--- src/rtl/mbm_pkg.sv ---
// Shared types and constants for the masked 3x3 binary morphology unit.
// No dependencies; used by the output queue, the top level and the testbench.
package mbm_pkg;

  localparam int DEFAULT_MAX_WIDTH = 1024;

  localparam int PIX_W         = 8;
  localparam int FRAME_WIDTH_W = 11;
  localparam int FRAME_HEIGHT_W = 13;
  localparam int MASK_W        = 9;
  localparam int ROW_W         = 12;
  localparam int CFG_INDEX_W   = 2;
  localparam int CFG_DATA_W    = 13;

  localparam logic [FRAME_HEIGHT_W-1:0] HEIGHT_LIMIT = 13'd4096;
  localparam logic [PIX_W-1:0]          WHITE        = 8'd255;

  localparam logic [FRAME_WIDTH_W-1:0]  FRAME_WIDTH_RESET  = 11'd640;
  localparam logic [FRAME_HEIGHT_W-1:0] FRAME_HEIGHT_RESET = 13'd480;
  localparam logic [MASK_W-1:0]         NEIGHBOR_MASK_RESET = 9'h1FF;

  // result queue between the pipeline and the output port
  localparam int QUEUE_DEPTH = 3;
  localparam int QUEUE_CNT_W = 2;
  localparam int QUEUE_PTR_W = 2;

  typedef enum logic [CFG_INDEX_W-1:0] {
    CFG_FRAME_WIDTH,
    CFG_FRAME_HEIGHT,
    CFG_CLEAN_MODE,
    CFG_NEIGHBOR_MASK
  } cfg_index_t;

  typedef enum logic {
    OP_PIXEL,
    OP_FLUSH
  } opcode_t;

  typedef enum logic {
    MODE_WHITEN,
    MODE_BLACKEN
  } clean_mode_t;

  typedef struct packed {
    logic [PIX_W-1:0] pixel_out;
    logic             frame_end;
  } result_t;

endpackage

--- src/rtl/mbm_out_queue.sv ---
// Three-entry result queue that parts the pipeline from the output handshake.
// Depends on mbm_pkg for the result type and queue sizing.
module mbm_out_queue (
  input  logic                                clk,
  input  logic                                rst_n,
  input  logic                                push,
  input  mbm_pkg::result_t                    push_data,
  output logic [mbm_pkg::QUEUE_CNT_W-1:0]     count,
  output logic                                out_valid,
  input  logic                                out_ready,
  output mbm_pkg::result_t                    out_data
);

  localparam logic [mbm_pkg::QUEUE_CNT_W-1:0] Full = mbm_pkg::QUEUE_CNT_W'(mbm_pkg::QUEUE_DEPTH);
  localparam logic [mbm_pkg::QUEUE_PTR_W-1:0] LastPtr =
    mbm_pkg::QUEUE_PTR_W'(mbm_pkg::QUEUE_DEPTH - 1);

  mbm_pkg::result_t                   q_r [mbm_pkg::QUEUE_DEPTH];
  logic [mbm_pkg::QUEUE_PTR_W-1:0]    wr_ptr_r, wr_ptr_nxt;
  logic [mbm_pkg::QUEUE_PTR_W-1:0]    rd_ptr_r, rd_ptr_nxt;
  logic [mbm_pkg::QUEUE_CNT_W-1:0]    count_r, count_nxt;
  logic                               pop;

  assign out_valid = (count_r != '0);
  assign out_data  = q_r[rd_ptr_r];
  assign count     = count_r;
  assign pop       = out_valid && out_ready;

  always_comb begin
    wr_ptr_nxt = wr_ptr_r;
    rd_ptr_nxt = rd_ptr_r;
    count_nxt  = count_r;
    if (push) begin
      wr_ptr_nxt = (wr_ptr_r == LastPtr) ? '0 : wr_ptr_r + 1'b1;
    end
    if (pop) begin
      rd_ptr_nxt = (rd_ptr_r == LastPtr) ? '0 : rd_ptr_r + 1'b1;
    end
    if (push && !pop) begin
      count_nxt = count_r + 1'b1;
    end else if (pop && !push) begin
      count_nxt = count_r - 1'b1;
    end
  end

  always_ff @(posedge clk) begin
    if (!rst_n) begin
      wr_ptr_r <= '0;
      rd_ptr_r <= '0;
      count_r  <= '0;
    end else begin
      wr_ptr_r <= wr_ptr_nxt;
      rd_ptr_r <= rd_ptr_nxt;
      count_r  <= count_nxt;
    end
  end

  always_ff @(posedge clk) begin
    if (push) begin
      q_r[wr_ptr_r] <= push_data;
    end
  end

  a_no_overflow: assert property (@(posedge clk) disable iff (!rst_n)
    (count_r == Full && !pop) |-> !push)
    else $error("result queue overflow");

  a_empty_stays_empty: assert property (@(posedge clk) disable iff (!rst_n)
    (count_r == '0 && !push) |=> !out_valid)
    else $error("result queue shows an item that was never pushed");

endmodule

--- config.mk ---
export PLATFORM = sky130hd
export DESIGN_NAME = mbm_out_queue
export DESIGN_NICKNAME = d
export VERILOG_FILES = /design/src/rtl/mbm_pkg.sv /design/src/rtl/mbm_out_queue.sv
export SDC_FILE = /design/constraint.sdc
export NUM_CORES = 1
export LEC_CHECK = 0
export BUFFER_PORTS_ARGS = -buffer_cell sky130_fd_sc_hd__buf_2
export CAP_MARGIN = 30
export CORE_UTILIZATION = 29
export DETAILED_ROUTE_END_ITERATION = 16
export SLEW_MARGIN = 20
export SYNTH_ARGS = -nofsm -noshare
export SYNTH_HDL_FRONTEND = slang
export SYNTH_SLANG_ARGS = --single-unit
export TNS_END_PERCENT = 1
--- constraint.sdc ---
create_clock -name clk -period 3.3 [get_ports clk]
set_input_delay 0.33 -clock clk [delete_from_list [all_inputs] [get_ports clk]]
set_output_delay 0.33 -clock clk [all_outputs]
set_load 0.01 [all_outputs]
==> results by stage <==
Timing:
- In this run the tightest slew margin relative to its limit is 51.9%.
- Setup violations remaining at the end of the flow were counted as 0.
- The final-report hold violation count is 0.
- The transition time at the pin with the least slew margin is 720 ps.
- The clock period minus worst slack is 1790 ps.
- The count of final max-slew check failures is 0.
- Static timing analysis puts the maximum clock frequency at 558 MHz.
- Setup repair after global routing left no endpoint under its margin.
- The period utilization is 54.3%.
- After routing, the total negative slack on setup checks comes to 0 ps.
- The final clock skew is 4.57 ps.

Logic synthesis:
- The number of warning messages in the yosys log is 0.
- The post-synthesis register bit count is 35.
- For this run, the register share of the synthesized area comes to 74.0%.
- The largest area contributor in the synthesized netlist is edfxtp_1.
- Among all flip-flop cells after synthesis, the most frequent one is edfxtp_1.
- The summed instance area of the synthesized netlist is 1310 sq um.
- The synthesized design contains 27 enable-type register cells.
- The area share of the largest cell type after synthesis is 61.8%.
- Synthesis produced a netlist whose cell count is 89.
- For this run, asynchronously set or reset flops after synthesis account for 0%.
- By area the synthesized netlist is led by edfxtp_1, dfxtp_1, mux2i_1.
- The number of distinct library cell variants in the gate-level netlist after synthesis is 21.
- The net count of the mapped netlist is 103.
- The average cell area after synthesis is 14.7 sq um.

Global routing:
- The largest net degree at the start of global routing is 19.
- The initial antenna violation count is 0.
- The first global-routing pass estimated 3870 um of wire.
- The number of global-route vias before repair is 826.
- Global routing consumed, over all layers together, 10.7% of the routing resources.
- The total overflow reported by the global router is 0.

Layout:
- The number of diodes is 0.
- The relative area change from synthesis to final layout is 20.4%.
- Leaving out fill and tap cells, the most frequent cell in the layout is edfxtp_1.
- In the layout the commonest cells are edfxtp_1, buf_2, nand2_1.
- The net total in the final layout is 133.
- The fraction of final layout cells sized beyond drive strength 1 is 27.5%.
- The final standard cell count with taps included and fillers excluded is 172.

Worst setup path:
- The worst setup path is captured at a primary output.
- For the worst flop-to-flop path, the logic depth is 4.
- The data required time of the critical path is 2970 ps.
- For flop-to-flop paths, the worst setup slack is 1820 ps.
- The critical path is of the reg -> out type.
- The startpoint of the lowest-slack register-to-register path is count[0].
- The startpoint type of the worst setup path is a flop.
- The data arrival time at the worst-slack endpoint is 1460 ps.
- The capture point of the worst reg-to-reg path is count[1].
- The largest fanout on the critical path is 9.
- The critical path endpoint is out_data[7].

Clock tree:
- The H-tree was split into 2 levels.
- CTS saw 35 sinks.
- The number of gates resized after CTS was 0.
- At the later pin of the worst-skew pair, clock insertion delay measures 290 ps.
- In this run, post-CTS hold repair placed 0 buffers.
- The cell chosen for the clock root is clkbuf_8.
- The number of buffers created by CTS is 5.
- In this run the post-CTS setup repair buffer count came out at 0.
- After clock tree synthesis, the clock-pin slew on the worst setup and hold paths is 60 ps.
- No sink is reached through more buffers than the 2 on the longest clock path.
- TritonCTS built the clock tree.

Power:
- VDD sags by at most 286 uV.
- The share of total power consumed by net switching is 28.0%.
- The analysis attributes to net switching a power of 301 uW.
- Summed over all cells, the static leakage comes to 0.563 nW.
- Of the total power, combinational logic draws 20.4%.
- The internal power of the cells totals 776 uW.
- In this run the power density over the cells is 682 nW/um^2.
- The clock power share is 27.0%.
- The sequential cell fraction of total power is 52.6%.

Route:
- The final routed DRC violation total is 0.
- The amount of wire on met3 after detailed routing is 143 um.
- The per-cell routed wire length is 13.1 um.
- The average vias per placed instance is 4.62.
- The detailed router used layers up to and including met4.
- The routed wire length is 2250 um.
- The via count is 794.
- The number of design-rule violations left by the first detailed-router iteration is 25.
- In the final routing, the length of wire on met1 measures 979 um.
- The iteration count of the initial detailed-routing pass is 2.
- The detailed route wirelength on metal2 is 1070 um.
- The number of nets still failing antenna checks after routing is 0.

Placement:
- The post-DP HPWL is 1540 um.
- During placement, the flow inserted port buffers numbering 24.
- The number of cells after detailed placement is 163.
- The final estimated routing congestion in global placement is 0.709.

Die:
- The width of the die is 69.2 um.
- From bottom edge to top edge, the die measures 69.2 um.
- The top-level I/O count is 25.
- The area of the core region is 4350 sq um.
- Row generation in the floorplan step produced 24 rows.
- The floorplan step defined a die boundary enclosing 4790 sq um.
- The effective utilization at floorplan is 30.1%.

Status:
- The run finished with clean final reports.

Min path:
- The path category of the worst min-delay check is in -> reg.

Job:
- Max-cap violations in this run came to 0.
[layout make-up]
cell class | count | area, sq um
tap | 52 | 65.1
clock buffer | 7 | 76.3
fill | 430 | 2780
multi-input combinational | 51 | 327
sequential | 35 | 971
timing repair buffer | 26 | 135
clock inverter | 1 | 5.00
[worst min-delay path by stage]
stage | from | endpoint | slack [ps] | cells past startpoint
floorplan | push_data[0] | q_r[0][0] | 430 | 0
global placement | rd_ptr_r[1] | rd_ptr_r[1] | 470 | 2
detailed placement | rd_ptr_r[1] | rd_ptr_r[1] | 480 | 2
CTS | push_data[3] | q_r[0][3] | 240 | 1
global route | push_data[2] | q_r[1][2] | 250 | 1
finish | push_data[3] | q_r[0][3] | 250 | 1
[routing by layer]
layer,vias to the layer above,track usage [%]
met4,0,6.12
met1,377,12.3
met3,6,4.36
met5,-,0
met2,23,16.8
li1,388,-
[state kept, by name (all words and copies together) (netlist names), named ones only]
name      cells
q_r          27
count         2
wr_ptr_r      2
rd_ptr_r      2
[power groups by stage]
stage	Sequential (mW)	Clock (mW)	Combinational, mW
global placement	0.573	0	0.214
detailed placement	0.578	0	0.222
CTS	0.569	0.300	0.223
global route	0.576	0.317	0.247
finish	0.567	0.291	0.219
floorplan	0.552	0	0.157
[per-stage QoR]
| step | area, sq um | hold slack (ps) | power (mW) | setup slack [ps] | utilization (%) |
|---|---|---|---|---|---|
| floorplan | 1310 | 429 | 0.709 | 1780 | - |
| global placement | 1490 | 468 | 0.788 | 1680 | 34.2 |
| detailed placement | 1490 | 481 | 0.800 | 1640 | 34.2 |
| CTS | 1570 | 242 | 1.09 | 1480 | 36.1 |
| global route | 1580 | 247 | 1.14 | 1380 | 36.3 |
| finish | 1580 | 249 | 1.08 | 1510 | 36.3 |
[synth_stat cells (2+ instances only)]
library cell and n:
nor2b_1 2, edfxtp_1 27, nor2_1 2, mux2i_1 9, a21boi_1 3, or3_1 2
dfxtp_1 8, nand2_1 13, buf_2 2, o21a_1 2, o21ai_1 9
[critical path, cell delays in order, from the launching register on]
cell and delay, ps:
dfxtp_1 680, mux2i_1 250, o21ai_1 80, buf_2 170
[kinds of logic after synthesis]
| family | after synthesis | synth area share [%] |
|---|---|---|
| xor+xnor | 2 | 1.34 |
| simple gates | 23 | 8.40 |
| compound gates | 16 | 7.35 |
| buf+inv | 3 | 1.05 |
| fa+ha+maj | 1 | 0.954 |
| flops | 35 | 74.0 |
| mux | 9 | 6.87 |
Power figures use the tool's default switching activity.
